==> src/design/rlc_pkg.sv <==
`default_nettype none

package rlc_pkg;

	// Field widths
	localparam int LVL_W    = 8;
	localparam int Q_W      = 9;
	localparam int PERIOD_W = 16;
	localparam int ACT_W    = 2;

	// Action codes
	localparam logic [ACT_W-1:0] ACT_TICK  = 2'd0;
	localparam logic [ACT_W-1:0] ACT_START = 2'd1;
	localparam logic [ACT_W-1:0] ACT_SET   = 2'd2;

	typedef struct packed {
		logic [ACT_W-1:0] action;
		logic [LVL_W-1:0] red_in;
		logic [LVL_W-1:0] green_in;
		logic [LVL_W-1:0] blue_in;
	} in_item_t;

	typedef struct packed {
		logic [LVL_W-1:0] red_out;
		logic [LVL_W-1:0] green_out;
		logic [LVL_W-1:0] blue_out;
		logic             fading;
		logic             finished;
	} out_item_t;

	// Per-item commands from the sequencer to the channel lanes
	typedef struct packed {
		logic en;
		logic start;
		logic set;
		logic step;
	} lane_ctl_t;

endpackage

`default_nettype wire

==> src/design/rlc_lane.sv <==
`default_nettype none

module rlc_lane import rlc_pkg::*; #(
	parameter int NUM_STEPS = 32
) (
	input  logic             clk,
	input  logic             arst_n,
	input  lane_ctl_t        ctl,
	input  logic [LVL_W-1:0] target,
	output logic [LVL_W-1:0] level_d
);

	localparam int RW = $clog2(NUM_STEPS + 1);
	localparam int NUM_ENT = 1 << LVL_W;

	typedef logic [LVL_W-1:0] quo_tab_t [NUM_ENT];
	typedef logic [RW-1:0]    rem_tab_t [NUM_ENT];

	function automatic quo_tab_t build_quo();
		quo_tab_t t;
		for (int i = 0; i < NUM_ENT; i++) begin
			t[i] = LVL_W'(i / NUM_STEPS);
		end
		return t;
	endfunction

	function automatic rem_tab_t build_rem();
		rem_tab_t t;
		for (int i = 0; i < NUM_ENT; i++) begin
			t[i] = RW'(i % NUM_STEPS);
		end
		return t;
	endfunction

	localparam quo_tab_t QUO_TAB = build_quo();
	localparam rem_tab_t REM_TAB = build_rem();

	logic        [LVL_W-1:0] level_q;
	logic signed [Q_W-1:0]   quo_q;
	logic        [RW-1:0]    rabs_q;
	logic                    neg_q;
	logic        [RW-1:0]    acc_q;

	logic signed [Q_W-1:0]   diff;
	logic                    dneg;
	logic        [LVL_W-1:0] dmag;
	logic signed [Q_W-1:0]   new_quo;
	logic        [RW-1:0]    new_rabs;

	logic signed [Q_W-1:0]   quo_e;
	logic        [RW-1:0]    rabs_e;
	logic                    neg_e;
	logic        [RW-1:0]    acc_e;
	logic        [RW:0]      sum;
	logic                    extra;
	logic        [RW-1:0]    acc_n;
	logic signed [Q_W-1:0]   adj;
	logic signed [Q_W-1:0]   delta;

	// Split the distance to the target into quotient and remainder by table
	always_comb begin
		diff     = $signed({1'b0, target}) - $signed({1'b0, level_q});
		dneg     = diff[Q_W-1];
		dmag     = dneg ? LVL_W'(-diff) : LVL_W'(diff);
		new_quo  = dneg ? -$signed({1'b0, QUO_TAB[dmag]}) : $signed({1'b0, QUO_TAB[dmag]});
		new_rabs = REM_TAB[dmag];
	end

	// Spread the remainder one unit per accumulator wrap; set, step or hold the level
	always_comb begin
		quo_e  = ctl.start ? new_quo  : quo_q;
		rabs_e = ctl.start ? new_rabs : rabs_q;
		neg_e  = ctl.start ? dneg     : neg_q;
		acc_e  = ctl.start ? '0       : acc_q;
		sum    = {1'b0, acc_e} + {1'b0, rabs_e};
		extra  = sum >= (RW+1)'(NUM_STEPS);
		acc_n  = extra ? RW'(sum - (RW+1)'(NUM_STEPS)) : sum[RW-1:0];
		adj    = '0;
		if (extra) begin
			adj = neg_e ? '1 : Q_W'(1);
		end
		delta  = quo_e + adj;
		if (ctl.set) begin
			level_d = target;
		end else if (ctl.step) begin
			level_d = level_q + delta[LVL_W-1:0];
		end else begin
			level_d = level_q;
		end
	end

	// Advance lane state on each accepted item
	always_ff @(posedge clk or negedge arst_n) begin
		if (!arst_n) begin
			level_q <= '0;
			quo_q   <= '0;
			rabs_q  <= '0;
			neg_q   <= 1'b0;
			acc_q   <= '0;
		end else if (ctl.en) begin
			level_q <= level_d;
			if (ctl.start) begin
				quo_q  <= new_quo;
				rabs_q <= new_rabs;
				neg_q  <= dneg;
			end
			// Advance the remainder share on a step, restart it on a fade start
			if (ctl.step) begin
				acc_q <= acc_n;
			end else if (ctl.start) begin
				acc_q <= '0;
			end
		end
	end

endmodule

`default_nettype wire

==> src/design/rlc_ctrl.sv <==
`default_nettype none

module rlc_ctrl import rlc_pkg::*; #(
	parameter int NUM_STEPS = 32
) (
	input  logic                clk,
	input  logic                arst_n,
	input  logic                en,
	input  logic [ACT_W-1:0]    action,
	input  logic                cfg_we,
	input  logic [PERIOD_W-1:0] cfg_wdata,
	output lane_ctl_t           ctl,
	output logic                active_d,
	output logic                finished
);

	localparam int IDX_W = $clog2(NUM_STEPS + 2);
	localparam logic [PERIOD_W-1:0] PERIOD_RST = PERIOD_W'(15);

	logic [PERIOD_W-1:0] period_q;
	logic [PERIOD_W-1:0] ticks_q;
	logic [IDX_W-1:0]    idx_q;
	logic                active_q;

	logic [PERIOD_W-1:0] ticks_inc;
	logic [PERIOD_W-1:0] ticks_d;
	logic [IDX_W-1:0]    idx_cur;
	logic [IDX_W-1:0]    idx_d;
	logic                start;
	logic                set;
	logic                step;

	// Decode the action and decide whether a fade step is due
	always_comb begin
		ticks_inc = (ticks_q == '1) ? ticks_q : ticks_q + PERIOD_W'(1);
		ticks_d   = ticks_q;
		idx_cur   = idx_q;
		active_d  = active_q;
		start     = 1'b0;
		set       = 1'b0;
		step      = 1'b0;
		finished  = 1'b0;
		unique case (action)
			ACT_TICK: begin
				ticks_d = ticks_inc;
				step    = active_q && (ticks_inc > period_q);
			end
			ACT_START: begin
				start    = 1'b1;
				active_d = 1'b1;
				idx_cur  = IDX_W'(1);
				step     = ticks_q > period_q;
			end
			ACT_SET: begin
				set      = 1'b1;
				active_d = 1'b0;
			end
			default: begin
			end
		endcase
		idx_d = idx_cur;
		if (step) begin
			ticks_d = '0;
			idx_d   = idx_cur + IDX_W'(1);
			if (idx_d > IDX_W'(NUM_STEPS)) begin
				active_d = 1'b0;
				finished = 1'b1;
			end
		end
	end

	assign ctl = '{en: en, start: start, set: set, step: step};

	// Hold the step period register
	always_ff @(posedge clk or negedge arst_n) begin
		if (!arst_n) begin
			period_q <= PERIOD_RST;
		end else if (cfg_we) begin
			period_q <= cfg_wdata;
		end
	end

	// Advance tick count, step index and fade flag per item
	always_ff @(posedge clk or negedge arst_n) begin
		if (!arst_n) begin
			ticks_q  <= '0;
			idx_q    <= '0;
			active_q <= 1'b0;
		end else if (en) begin
			ticks_q  <= ticks_d;
			idx_q    <= idx_d;
			active_q <= active_d;
		end
	end

endmodule

`default_nettype wire

==> src/design/rgb_linear_crossfade.sv <==
`default_nettype none

// Linear RGB cross-fade. Each item is a tick, a fade start toward a target
// color, or an immediate set; every item yields exactly one result holding
// the color after the item, a fading flag, and a finished flag on the item
// that took the last of NUM_STEPS steps. One item is accepted per cycle while
// no result waits, and its result is in the output register the next cycle;
// the rate is set by the combinational update of the three channel lanes,
// whose registered levels feed the next item. The user must write step_period
// (reset 15) through cfg_we/cfg_wdata only while the block is idle; the block
// itself does not enforce this.
module rgb_linear_crossfade import rlc_pkg::*; #(
	parameter int NUM_STEPS = 32
) (
	input  logic                clk,
	input  logic                arst_n,
	input  logic                in_valid,
	output logic                in_ready,
	input  in_item_t            in_item,
	output logic                out_valid,
	input  logic                out_ready,
	output out_item_t           out_item,
	input  logic                cfg_we,
	input  logic [PERIOD_W-1:0] cfg_wdata
);

	localparam int NUM_LANES = 3;

	logic                    accept;
	lane_ctl_t               ctl;
	logic                    active_d;
	logic                    finished;
	logic [LVL_W-1:0]        tgt     [NUM_LANES];
	logic [LVL_W-1:0]        level_d [NUM_LANES];
	logic                    out_valid_q;
	out_item_t               out_q;

	assign in_ready = !out_valid_q || out_ready;
	assign accept   = in_valid && in_ready;

	assign tgt[0] = in_item.red_in;
	assign tgt[1] = in_item.green_in;
	assign tgt[2] = in_item.blue_in;

	rlc_ctrl #(
		.NUM_STEPS (NUM_STEPS)
	) u_ctrl (
		.clk       (clk),
		.arst_n    (arst_n),
		.en        (accept),
		.action    (in_item.action),
		.cfg_we    (cfg_we),
		.cfg_wdata (cfg_wdata),
		.ctl       (ctl),
		.active_d  (active_d),
		.finished  (finished)
	);

	// One lane per color channel
	for (genvar g = 0; g < NUM_LANES; g++) begin : g_lane
		rlc_lane #(
			.NUM_STEPS (NUM_STEPS)
		) u_lane (
			.clk     (clk),
			.arst_n  (arst_n),
			.ctl     (ctl),
			.target  (tgt[g]),
			.level_d (level_d[g])
		);
	end

	// Track output valid: set on accept, drop when taken
	always_ff @(posedge clk or negedge arst_n) begin
		if (!arst_n) begin
			out_valid_q <= 1'b0;
		end else if (accept) begin
			out_valid_q <= 1'b1;
		end else if (out_ready) begin
			out_valid_q <= 1'b0;
		end
	end

	// Merge lane levels and status into the result register
	always_ff @(posedge clk) begin
		if (accept) begin
			out_q <= '{red_out:   level_d[0],
			           green_out: level_d[1],
			           blue_out:  level_d[2],
			           fading:    active_d,
			           finished:  finished};
		end
	end

	assign out_valid = out_valid_q;
	assign out_item  = out_q;

endmodule

`default_nettype wire

==> config.mk <==
export PLATFORM = sky130hd
export DESIGN_NAME = rgb_linear_crossfade
export DESIGN_NICKNAME = d
export VERILOG_FILES = /design/src/design/rlc_pkg.sv /design/src/design/rlc_lane.sv /design/src/design/rlc_ctrl.sv /design/src/design/rgb_linear_crossfade.sv
export SDC_FILE = /design/constraint.sdc
export NUM_CORES = 1
export LEC_CHECK = 0
export ABC_AREA = 1
export BUFFER_PORTS_ARGS = -buffer_cell sky130_fd_sc_hd__buf_2
export CAP_MARGIN = 0
export CORE_MARGIN = 5
export CORE_UTILIZATION = 45
export CTS_BUF_LIST = sky130_fd_sc_hd__clkbuf_4 sky130_fd_sc_hd__clkbuf_8
export DETAILED_ROUTE_END_ITERATION = 16
export PLACE_DENSITY_LB_ADDON = 0.25
export SYNTH_ARGS = -nofsm -noshare
export SYNTH_HDL_FRONTEND = slang
export SYNTH_HIERARCHICAL = 1
export SYNTH_SLANG_ARGS = --single-unit
==> constraint.sdc <==
create_clock -name clk -period 6 [get_ports clk]
set_input_delay 0.3 -clock clk [delete_from_list [all_inputs] [get_ports clk]]
set_output_delay 0.3 -clock clk [all_outputs]
set_load 0.05 [all_outputs]
==> impl_metrics.prom, run 1 <==
# TYPE chip_impl_metric gauge
chip_impl_info{name="outcome",value="finished, final reports clean"} 1
chip_impl_metric{name="detail_route.iter0.violations",unit=""} 609
chip_impl_metric{name="max-clock-path-buffers",unit=""} 2
chip_impl_info{name="hold_path.class",value="in2reg"} 1
chip_impl_metric{name="post_route_cells_drive_above_1_share",unit="%"} 16.0
chip_impl_metric{name="die-area",unit="µm²"} 31100
chip_impl_metric{name="fillers",unit=""} 2679
chip_impl_metric{name="drt-wirelength-per-cell",unit="µm"} 14.3
chip_impl_metric{name="post-route-drc-count",unit=""} 0
chip_impl_metric{name="global_route.overflow_total",unit=""} 0
chip_impl_metric{name="finish.cell_count_without_fillers",unit=""} 2171
chip_impl_info{name="most_frequent_cell_on_the_critical_path",value="nand2_1"} 1
chip_impl_info{name="mostFrequentLayoutCells",value="nand2_1 (453), inv_1 (249), dfrtp_1 (120)"} 1
chip_impl_metric{name="yosysSeqAreaShare",unit="%"} 31.8
chip_impl_metric{name="area_added_between_synthesis_and_finish",unit="%"} 11.5
chip_impl_metric{name="comb_power_share",unit="%"} 58.2
chip_impl_metric{name="core-area",unit="µm²"} 27600
chip_impl_metric{name="syn_nets",unit=""} 1879
chip_impl_metric{name="cp.required",unit="ns"} 6.22
chip_impl_metric{name="clock.fmax",unit="MHz"} 180
chip_impl_metric{name="clkPwrFrac",unit="%"} 15.8
chip_impl_metric{name="skew",unit="ns"} 0.0254
chip_impl_metric{name="synth.ff_latch_count",unit=""} 153
chip_impl_metric{name="groute.usage.overall",unit="%"} 20.3
chip_impl_metric{name="final_net_count",unit=""} 1963
chip_impl_metric{name="cellInternalPower",unit="mW"} 3.03
chip_impl_info{name="timing.setup.critical_path_class",value="reg2reg"} 1
chip_impl_metric{name="layout.area.seq",unit="µm²"} 3970
chip_impl_metric{name="die_height",unit="µm"} 176
chip_impl_metric{name="h-tree-depth",unit=""} 4
chip_impl_metric{name="post-dp-hpwl",unit="mm"} 23.1
chip_impl_metric{name="vias",unit=""} 10900
chip_impl_metric{name="crit_path_max_fo",unit=""} 5
chip_impl_metric{name="post-route-period-util",unit="%"} 92.5
chip_impl_metric{name="worstSkewPairLatency",unit="ns"} 0.48
chip_impl_metric{name="post_synth_instance_area",unit="µm²"} 12500
chip_impl_metric{name="leakagePower",unit="nW"} 7.34
chip_impl_info{name="cts.root.buffer_cell",value="clkbuf_8"} 1
chip_impl_metric{name="net-switching-power",unit="mW"} 2.70
chip_impl_metric{name="final_setup_violation_count",unit=""} 0
chip_impl_metric{name="yosysUniqueCellTypes",unit=""} 54
chip_impl_metric{name="ir_drop_worst_case_vdd",unit="mV"} 0.145
chip_impl_metric{name="cts.sink_count",unit=""} 153
chip_impl_metric{name="portBuffers",unit=""} 74
chip_impl_metric{name="via_count_of_the_first_global_routing_pass",unit=""} 10400
chip_impl_metric{name="worst_pin_slew",unit="ns"} 0.958
chip_impl_metric{name="totalNegativeSetupSlack",unit="ns"} 0
chip_impl_info{name="critical_path.endpoint_type",value="flip-flop"} 1
chip_impl_metric{name="powerDensity",unit="nW/µm²"} 413
chip_impl_info{name="critical-path-top-delay-family",value="adder cells"} 1
chip_impl_metric{name="starting_density",unit="%"} 45.2
chip_impl_metric{name="post-place-cells",unit=""} 2121
chip_impl_metric{name="multiInputGateArea",unit="µm²"} 7250
chip_impl_metric{name="clkTransAtPathRegs",unit="ns"} 0.11
chip_impl_metric{name="max-slew-margin-rel",unit="%"} 36.0
chip_impl_metric{name="max_cap_violations",unit=""} 0
chip_impl_metric{name="insertedDiodeCount",unit=""} 0
chip_impl_metric{name="maxSlewViolCount",unit=""} 0
chip_impl_info{name="cpMaxStageDelayCell",value="fa_1"} 1
chip_impl_info{name="ys.flop_type",value="dfrtp_1"} 1
chip_impl_metric{name="worstPathBufferInverterCount",unit=""} 7
chip_impl_metric{name="syn_area_per_cell",unit="µm²"} 7.35
chip_impl_metric{name="report.power.total",unit="mW"} 5.74
chip_impl_metric{name="timing.critical_path.slowest_cell_delay",unit="ns"} 0.48
chip_impl_metric{name="cp.arrival",unit="ns"} 5.77
chip_impl_metric{name="postSynthCellCount",unit=""} 1696
chip_impl_metric{name="final_period_minus_worst_setup_slack",unit="ns"} 5.55
chip_impl_metric{name="number_of_antenna_violations_at_the_first_check_in_global_routing",unit=""} 0
chip_impl_info{name="layout_commonest_cell",value="nand2_1"} 1
chip_impl_metric{name="power.share.switching",unit="%"} 47.1
chip_impl_info{name="cts_tree",value="built"} 1
chip_impl_metric{name="placement_rows",unit=""} 61
chip_impl_metric{name="grt_pass1_wl",unit="mm"} 51.5
chip_impl_info{name="setup.worst_path.start_class",value="flip-flop"} 1
chip_impl_metric{name="pin_count",unit=""} 75
chip_impl_metric{name="vias_per_cell",unit=""} 5.01
chip_impl_metric{name="final_routed_wirelength",unit="mm"} 31.0
chip_impl_metric{name="die_x",unit="µm"} 176
chip_impl_metric{name="power_frac_seq",unit="%"} 26.0
chip_impl_metric{name="globalplace.congestion",unit=""} 0.920
chip_impl_metric{name="drt_pass1_iterations",unit=""} 6
chip_impl_metric{name="largest_net_degree_at_the_start_of_global_routing",unit=""} 127
chip_impl_metric{name="edff_count_synth",unit=""} 26
chip_impl_metric{name="finalHoldViolCount",unit=""} 0
chip_impl_metric{name="async_flop_share",unit="%"} 83.0
chip_impl_metric{name="numCtsBuffers",unit=""} 17
chip_impl_metric{name="synth-warning-count",unit=""} 6
chip_impl_metric{name="antenna_violating_nets_post_route",unit=""} 0
-- cell usage after synthesis, types with 14 or more instances --
master	count	share of area [%]
o22ai_1	14	0.70
edfxtp_1	26	6.3
clkbuf_1	18	0.54
o21ai_0	111	4.5
nor2_1	120	3.6
o21ai_1	15	0.60
dfrtp_1	123	25
nand2_1	459	14
ha_1	106	11
inv_1	253	7.6
xor2_1	20	1.4
fa_1	30	4.8
nand3_1	84	3.4
nand2_2	37	1.9
inv_2	27	0.81
a21oi_1	107	4.3
-- per-stage QoR --
stage	cell area (µm²)	hold WS (ns)	utilization, %	worst slack (ns)
finish	13900	0.0265	50.4	0.452
global route	13900	0.00959	50.4	-0.0163
CTS	13700	0.00537	49.7	0.0284
detailed placement	13200	0.401	47.8	-0.0485
global placement	13200	0.403	47.8	0.135
floorplan	12500	0.00441	-	0.521
-- flip-flops by register name (all words and copies together) (netlist names) --
name                   cells
g_lane.u_lane/acc_q       18
g_lane.u_lane/level_q     24
g_lane.u_lane/neg_q        3
g_lane.u_lane/quo_q       24
g_lane.u_lane/rabs_q      18
out_item                  26
out_valid                  1
u_ctrl/active_q            1
u_ctrl/idx_q               6
u_ctrl/period_q           16
u_ctrl/ticks_q            16
-- worst min-delay path, delay by kind of cell --
family,cells,cell delay [ns]
AO/OA/AOI/OAI,1,0.07
buffers and inverters,1,0.07
AND/OR/NAND/NOR,1,0.04
-- timing repair --
| item | 4_1_cts | 5_1_grt |
|---|---|---|
| hold endpoints to repair | 78 | 1 |
| endpoints found under the setup margin | 2 | 12 |
| hold buffers | 6 | 1 |
| pin swaps | 1 | 17 |
| setup buffers | 2 | 9 |
| gates cloned | 0 | 0 |
| resized for setup | 0 | 46 |
-- kinds of logic (layout without fill, tap and decap cells) --
logic type	count (synthesis)	in the layout	share of synthesized area [%]
AO/OA/AOI/OAI	297	297	13.4
flip-flops	153	153	31.8
buffers and inverters	329	426	11.1
multiplexers	1	1	0.0904
XOR/XNOR	30	30	2.23
AND/OR/NAND/NOR	750	750	25.9
adder cells (fa/ha/maj)	136	136	15.5
-- routing by layer --
metal | GRT usage (%) | routed length (µm)
met5 | 0 | 0
met4 | 4.84 | 467
met3 | 2.87 | 1170
met2 | 34.2 | 14500
met1 | 27.8 | 14900
-- power groups by stage --
stage          clock (mW)  combinational (mW)  sequential (mW)
2_1_floorplan           0                2.39             1.55
3_3_place_gp            0                3.08             1.51
3_5_place_dp            0                3.16             1.52
4_1_cts             0.927                3.19             1.50
5_1_grt             0.974                3.82             1.52
6_report            0.905                3.34             1.49
-- cell type report --
class,count,share of cell area [%]
Tap cell,378,3.41
Sequential cell,153,28.6
Timing Repair Buffer,112,5.01
Clock inverter,15,1.50
Inverter,282,7.64
Clock buffer,17,1.68
Multi-Input combinational cell,1214,52.2
-- path summary, 6_finish.rpt --
| check | startpoint | endpoint | slack (ns) | cells after the start |
|---|---|---|---|---|
| setup / recovery | g_lane[2].u_lane/level_q[0] | out_item[9] | 0.45 | 39 |
| hold / removal | cfg_wdata[2] | u_ctrl/period_q[2] | 0.03 | 3 |
| setup reg to reg | g_lane[2].u_lane/level_q[0] | out_item[9] | 0.45 | 39 |
| hold reg to reg | g_lane[2].u_lane/quo_q[1] | g_lane[2].u_lane/quo_q[1] | 0.49 | 2 |
| max in group asynchronous | arst_n | g_lane[1].u_lane/level_q[0] | 4.35 | 3 |
| min in group asynchronous | arst_n | g_lane[0].u_lane/level_q[4] | 0.39 | 2 |
No activity file was read; power rests on OpenSTA's default activity.
==> run 2: changes to the inputs <==
- CTS_BUF_LIST: sky130_fd_sc_hd__clkbuf_4 sky130_fd_sc_hd__clkbuf_8 -> sky130_fd_sc_hd__clkbuf_16
==> impl_metrics.prom, run 2 (synthesis gave the netlist of run 1 again) <==
# TYPE chip_impl_metric gauge
chip_impl_info{name="outcome",value="finished, final reports clean"} 1
chip_impl_metric{name="finalHoldViolCount",unit=""} 0
chip_impl_info{name="critical_path.endpoint_type",value="flip-flop"} 1
chip_impl_metric{name="post-dp-hpwl",unit="mm"} 23.1
chip_impl_metric{name="largest_net_degree_at_the_start_of_global_routing",unit=""} 127
chip_impl_info{name="r2r-start",value="g_lane[2].u_lane/level_q[0]"} 1
chip_impl_metric{name="number_of_antenna_violations_at_the_first_check_in_global_routing",unit=""} 0
chip_impl_metric{name="post-route-period-util",unit="%"} 92.4
chip_impl_metric{name="largest_register_ff_count",unit=""} 26
chip_impl_metric{name="post_route_cells_drive_above_1_share",unit="%"} 16.0
chip_impl_info{name="most_frequent_cell_on_the_critical_path",value="nand2_1"} 1
chip_impl_metric{name="insertedDiodeCount",unit=""} 0
chip_impl_metric{name="max-slew-margin-rel",unit="%"} 35.2
chip_impl_metric{name="final_routed_wirelength",unit="mm"} 31.0
chip_impl_info{name="cts.root.buffer_cell",value="clkbuf_16"} 1
chip_impl_info{name="mostFrequentLayoutCells",value="nand2_1 (453), inv_1 (249), dfrtp_1 (120)"} 1
chip_impl_metric{name="post-place-cells",unit=""} 2121
chip_impl_metric{name="skew",unit="ns"} 0.0186
chip_impl_metric{name="ir_drop_worst_case_vdd",unit="mV"} 0.192
chip_impl_metric{name="max_cap_violations",unit=""} 0
chip_impl_metric{name="placement_rows",unit=""} 61
chip_impl_metric{name="worstSkewPairLatency",unit="ns"} 0.43
chip_impl_metric{name="drt-wirelength-per-cell",unit="µm"} 14.3
chip_impl_metric{name="finish.cell_count_without_fillers",unit=""} 2164
chip_impl_metric{name="post-route-drc-count",unit=""} 0
chip_impl_info{name="regToRegEndpoint",value="out_item[9]"} 1
chip_impl_metric{name="crit_path_max_fo",unit=""} 5
chip_impl_metric{name="h-tree-depth",unit=""} 4
chip_impl_info{name="timing.setup.critical_path_class",value="reg2reg"} 1
chip_impl_metric{name="final_period_minus_worst_setup_slack",unit="ns"} 5.55
chip_impl_metric{name="vias",unit=""} 10900
chip_impl_metric{name="drt_pass1_iterations",unit=""} 5
chip_impl_metric{name="max-clock-path-buffers",unit=""} 2
chip_impl_metric{name="die_x",unit="µm"} 176
chip_impl_metric{name="globalplace.congestion",unit=""} 0.920
chip_impl_info{name="cpMaxStageDelayCell",value="fa_1"} 1
chip_impl_metric{name="pin_count",unit=""} 75
chip_impl_info{name="hold_path.class",value="in2reg"} 1
chip_impl_metric{name="maxSlewViolCount",unit=""} 0
chip_impl_metric{name="vias_per_cell",unit=""} 5.06
chip_impl_metric{name="core-area",unit="µm²"} 27600
chip_impl_info{name="cts_tree",value="built"} 1
chip_impl_info{name="setup.worst_path.start_class",value="flip-flop"} 1
chip_impl_info{name="layout_commonest_cell",value="nand2_1"} 1
chip_impl_metric{name="powerDensity",unit="nW/µm²"} 429
chip_impl_metric{name="die-area",unit="µm²"} 31100
chip_impl_info{name="worst_setup_path_endpoint",value="out_item[9]"} 1
chip_impl_metric{name="clkTransAtPathRegs",unit="ns"} 0.08
chip_impl_metric{name="final_setup_violation_count",unit=""} 0
chip_impl_metric{name="timing.critical_path.slowest_cell_delay",unit="ns"} 0.48
chip_impl_metric{name="final_net_count",unit=""} 1956
chip_impl_metric{name="ff2ff_path_depth",unit=""} 39
chip_impl_metric{name="via_count_of_the_first_global_routing_pass",unit=""} 10500
chip_impl_metric{name="starting_density",unit="%"} 45.2
chip_impl_metric{name="area_added_between_synthesis_and_finish",unit="%"} 12.5
chip_impl_metric{name="numCtsBuffers",unit=""} 17
chip_impl_metric{name="portBuffers",unit=""} 74
chip_impl_metric{name="core_util_final",unit="%"} 50.9
chip_impl_metric{name="worst_pin_slew",unit="ns"} 0.970
chip_impl_metric{name="cp.arrival",unit="ns"} 5.72
chip_impl_metric{name="antenna_violating_nets_post_route",unit=""} 0
chip_impl_metric{name="die_height",unit="µm"} 176
chip_impl_metric{name="groute.usage.overall",unit="%"} 20.3
chip_impl_info{name="startpoint",value="g_lane[2].u_lane/level_q[0]"} 1
chip_impl_metric{name="global_route.overflow_total",unit=""} 0
chip_impl_metric{name="cp.required",unit="ns"} 6.18
chip_impl_metric{name="detail_route.iter0.violations",unit=""} 636
chip_impl_metric{name="clock.fmax",unit="MHz"} 180
chip_impl_metric{name="cts.sink_count",unit=""} 153
chip_impl_metric{name="leakagePower",unit="nW"} 7.40
chip_impl_metric{name="r2r_slack",unit="ns"} 0.45
chip_impl_metric{name="grt_pass1_wl",unit="mm"} 51.8
## run 2: cell types whose count changed in the layout (fill, tap and decap cells not counted), sizes merged
cell,delta
buf,-1
dlygate4sd3,-6
## run 2: how the worst min path moves through the flow
stage,to,slack (ns),from,cells past startpoint
after CTS,u_ctrl/period_q[5],0.05,cfg_wdata[5],3
final,u_ctrl/period_q[7],0.07,cfg_wdata[7],3
after detailed placement,g_lane[0].u_lane/level_q[4],0.40,arst_n,1
after global routing,u_ctrl/period_q[7],0.06,cfg_wdata[7],3
after global placement,g_lane[0].u_lane/level_q[5],0.40,arst_n,1
after floorplan,g_lane[0].u_lane/acc_q[0],0.004,arst_n,0
## run 2: layout make-up
type | count | area [µm²]
well taps | 378 | 473
inverters | 282 | 1060
clock buffers | 17 | 425
fillers | 2660 | 13500
multi-input cells | 1214 | 7250
repair buffers | 105 | 628
flip-flops and latches | 153 | 3970
clock inverters | 15 | 208
## run 2: routing by layer
layer  share of wire [%]  vias up  GRT usage, %  wire [µm]
met5                   0        -             0          0
met4                 1.5        0          4.90        452
met3                 3.7       31          2.53       1150
met2                  47      226          34.3      14500
met1                  48     5111          27.8      14900
li1                    -     5577             -          -
## run 2: worst max-delay path: cells and delay by family, from the launching register on
family	cells	cell delay, ns
XOR/XNOR	1	0.19
flip-flops	1	0.39
adder cells (fa/ha/maj)	6	1.97
AO/OA/AOI/OAI	4	0.65
buffers and inverters	7	0.39
AND/OR/NAND/NOR	21	1.69
## run 2: repair_timing
item	CTS	global route
hold buffers	1	0
resized for setup	0	46
pin swaps	1	17
endpoints found under the setup margin	2	12
setup buffers	2	8
endpoints found under the hold margin	73	0
## run 2: power by group
group	total [mW]	internal [mW]	switching (mW)
logic	3.33	1.26	2.07
registers	1.50	1.34	0.157
clock network	1.18	0.675	0.508
## run 2: through the flow
stage,hold WS [ns],cell area [µm²],setup WS (ns),setup TNS (ns),power (mW)
detailed placement,0.401,13200,-0.0485,-0.0714,4.67
floorplan,0.00441,12500,0.521,0,3.94
global route,0.0602,14000,-0.00223,-0.00223,6.59
global placement,0.403,13200,0.135,0,4.59
CTS,0.0514,13800,0.0394,0,5.89
finish,0.0699,14000,0.454,0,6.01
==> run 3: changes to the inputs <==
- clock period: 6 -> 4.9 ns (I/O delays scaled with it)
==> impl_metrics.prom, run 3 (synthesis gave the netlist of run 1 again) <==
# TYPE chip_impl_metric gauge
chip_impl_metric{name="maxSlewViolCount",unit=""} 0
chip_impl_metric{name="globalplace.congestion",unit=""} 0.889
chip_impl_metric{name="grt_pass1_wl",unit="mm"} 60.0
chip_impl_info{name="hold_path_startpoint",value="cfg_wdata[5]"} 1
chip_impl_metric{name="totalNegativeSetupSlack",unit="ns"} -8.28
chip_impl_metric{name="cts.sink_count",unit=""} 153
chip_impl_metric{name="placement_rows",unit=""} 61
chip_impl_metric{name="final_net_count",unit=""} 2259
chip_impl_metric{name="numCtsBuffers",unit=""} 17
chip_impl_metric{name="area_added_between_synthesis_and_finish",unit="%"} 36.6
chip_impl_metric{name="timing.critical_path.slowest_cell_delay",unit="ns"} 0.41
chip_impl_metric{name="portBuffers",unit=""} 74
chip_impl_info{name="whs_endpoint",value="u_ctrl/period_q[5]"} 1
chip_impl_info{name="mostFrequentLayoutCells",value="nand2_1 (412), buf_4 (314), inv_1 (234)"} 1
chip_impl_metric{name="pin_count",unit=""} 75
chip_impl_metric{name="global_route.overflow_total",unit=""} 0
chip_impl_metric{name="insertedDiodeCount",unit=""} 0
chip_impl_info{name="regToRegEndpoint",value="g_lane[1].u_lane/acc_q[3]"} 1
chip_impl_metric{name="post-route-period-util",unit="%"} 115
chip_impl_metric{name="ff2ff_path_depth",unit=""} 40
chip_impl_metric{name="pre_cts_ws",unit="ns"} -0.614
chip_impl_info{name="setup.worst_path.start_class",value="flip-flop"} 1
chip_impl_info{name="violations",value="setup timing"} 1
chip_impl_metric{name="vias",unit=""} 12500
chip_impl_metric{name="drt_pass1_iterations",unit=""} 5
chip_impl_info{name="cts.root.buffer_cell",value="clkbuf_16"} 1
chip_impl_metric{name="skew",unit="ns"} 0.0131
chip_impl_metric{name="fin_hold_ws",unit="ns"} 0.00957
chip_impl_metric{name="max-clock-path-buffers",unit=""} 2
chip_impl_metric{name="largest_net_degree_at_the_start_of_global_routing",unit=""} 91
chip_impl_metric{name="groute.usage.overall",unit="%"} 23.4
chip_impl_metric{name="worstSkewPairLatency",unit="ns"} 0.44
chip_impl_metric{name="post_route_cells_drive_above_1_share",unit="%"} 34.6
chip_impl_metric{name="clkTransAtPathRegs",unit="ns"} 0.08
chip_impl_info{name="critical_path.endpoint_type",value="flip-flop"} 1
chip_impl_info{name="timing.setup.critical_path_class",value="reg2reg"} 1
chip_impl_metric{name="max_cap_violations",unit=""} 0
chip_impl_metric{name="ir_drop_worst_case_vdd",unit="mV"} 0.292
chip_impl_metric{name="h-tree-depth",unit=""} 4
chip_impl_metric{name="drt-wirelength-per-cell",unit="µm"} 15.2
chip_impl_metric{name="largest_register_ff_count",unit=""} 26
chip_impl_metric{name="via_count_of_the_first_global_routing_pass",unit=""} 12600
chip_impl_metric{name="worst_pin_slew",unit="ns"} 0.921
chip_impl_metric{name="die_height",unit="µm"} 176
chip_impl_metric{name="final_setup_violation_count",unit=""} 32
chip_impl_info{name="cpMaxStageDelayCell",value="fa_2"} 1
chip_impl_metric{name="post-route-drc-count",unit=""} 0
chip_impl_metric{name="finalHoldViolCount",unit=""} 0
chip_impl_metric{name="detail_route.iter0.violations",unit=""} 745
chip_impl_metric{name="timing.hold.worst_path_depth",unit=""} 3
chip_impl_metric{name="die-area",unit="µm²"} 31100
chip_impl_metric{name="clock.fmax",unit="MHz"} 177
chip_impl_metric{name="antenna_violating_nets_post_route",unit=""} 0
chip_impl_metric{name="crit_path_max_fo",unit=""} 3
chip_impl_info{name="startpoint",value="g_lane[1].u_lane/level_q[0]"} 1
chip_impl_metric{name="layout.area.seq",unit="µm²"} 3960
chip_impl_metric{name="multiInputGateArea",unit="µm²"} 7960
chip_impl_metric{name="leakagePower",unit="nW"} 8.91
chip_impl_metric{name="vias_per_cell",unit=""} 5.06
chip_impl_metric{name="final_routed_wirelength",unit="mm"} 37.5
chip_impl_info{name="hold_path.class",value="in2reg"} 1
chip_impl_metric{name="worst_slack",unit="ns"} -0.755
chip_impl_metric{name="fillers",unit=""} 2313
chip_impl_metric{name="r2r_slack",unit="ns"} -0.76
chip_impl_metric{name="max-slew-margin-rel",unit="%"} 38.4
chip_impl_info{name="layout_commonest_cell",value="nand2_1"} 1
chip_impl_info{name="cts_tree",value="built"} 1
chip_impl_info{name="outcome",value="finished with violations"} 1
chip_impl_metric{name="starting_density",unit="%"} 45.2
chip_impl_metric{name="die_x",unit="µm"} 176
chip_impl_metric{name="powerDensity",unit="nW/µm²"} 565
chip_impl_info{name="grt_setup_unrepaired",value="true"} 1
chip_impl_metric{name="number_of_antenna_violations_at_the_first_check_in_global_routing",unit=""} 0
chip_impl_info{name="most_frequent_cell_on_the_critical_path",value="buf_4"} 1
chip_impl_metric{name="final_period_minus_worst_setup_slack",unit="ns"} 5.66
chip_impl_metric{name="cp.arrival",unit="ns"} 5.96
chip_impl_metric{name="core-area",unit="µm²"} 27600
chip_impl_info{name="r2r-start",value="g_lane[1].u_lane/level_q[0]"} 1
chip_impl_metric{name="post-dp-hpwl",unit="mm"} 25.4
chip_impl_metric{name="cp.required",unit="ns"} 5.20
## run 3: cell count changes in the layout (fill, tap and decap cells not counted), moves of 7 or more
cell | before | now
buf_4 | 28 | 314
nand2_1 | 453 | 412
nand2_2 | 43 | 80
o21ai_0 | 103 | 77
a21oi_1 | 100 | 79
ha_1 | 103 | 82
o21ai_1 | 21 | 40
a21oi_2 | 10 | 28
buf_6 | 2 | 20
ha_4 | 1 | 17
inv_1 | 249 | 234
inv_2 | 31 | 45
nand3_1 | 82 | 71
nor2_1 | 118 | 111
## run 3: final cells by class
cell class / count / share of cell area [%]
Multi-Input combinational cell: 1214 / 46.8
Inverter: 282 / 6.25
Timing Repair Buffer: 408 / 17.4
Clock buffer: 17 / 2.50
Tap cell: 378 / 2.78
Clock inverter: 15 / 1.05
Sequential cell: 153 / 23.3
## run 3: stage by stage
step / total power [mW] / cells / util [%] / area, µm²
2_1_floorplan: 4.93 / 1696 / - / 12600
3_3_place_gp: 6.51 / 2316 / 53.5 / 14700
3_5_place_dp: 6.65 / 2316 / 53.5 / 14700
4_1_cts: 8.91 / 2450 / 59.7 / 16500
5_1_grt: 10.4 / 2467 / 61.8 / 17000
6_report: 9.62 / 2467 / 61.8 / 17000
## run 3: critical path: cells and delay by family (launching register included)
kind                     cells  cell delay, ns
flip-flops                   1            0.38
AND/OR/NAND/NOR              7            0.49
buffers and inverters       26            3.09
adder cells (fa/ha/maj)      3            0.90
AO/OA/AOI/OAI                4            0.63
## run 3: what timing repair did
action                                  CTS  global route
gates resized for setup                  97           113
endpoints found under the setup margin   25            38
buffers inserted                        107            37
hold endpoints to repair                 85             0
pin swaps                                62           106
hold buffers                              1             0
## run 3: how the worst max path moves through the flow
stage,end,slack (ns),depth (start not counted)
finish,g_lane[1].u_lane/acc_q[3],-0.76,40
global placement,out_item[9],-0.53,38
global route,out_item[17],-0.97,39
CTS,out_item[17],-0.51,38
floorplan,out_item[17],-0.25,38
detailed placement,out_item[17],-0.61,39
## run 3: routing by layer
metal,wire (µm),track usage (%),vias to the layer above
met5,0,0,-
met4,959,6.83,0
li1,-,-,6184
met1,16200,30.2,5895
met3,1590,3.21,84
met2,18700,41.3,319
## run 3: where the power goes
| part | internal [mW] | leakage (nW) | switching [mW] |
|---|---|---|---|
| Clock | 0.774 | 0.297 | 0.634 |
| Combinational | 3.00 | 6.76 | 3.38 |
| Sequential | 1.64 | 1.85 | 0.192 |
| Total | 5.41 | 8.91 | 4.20 |
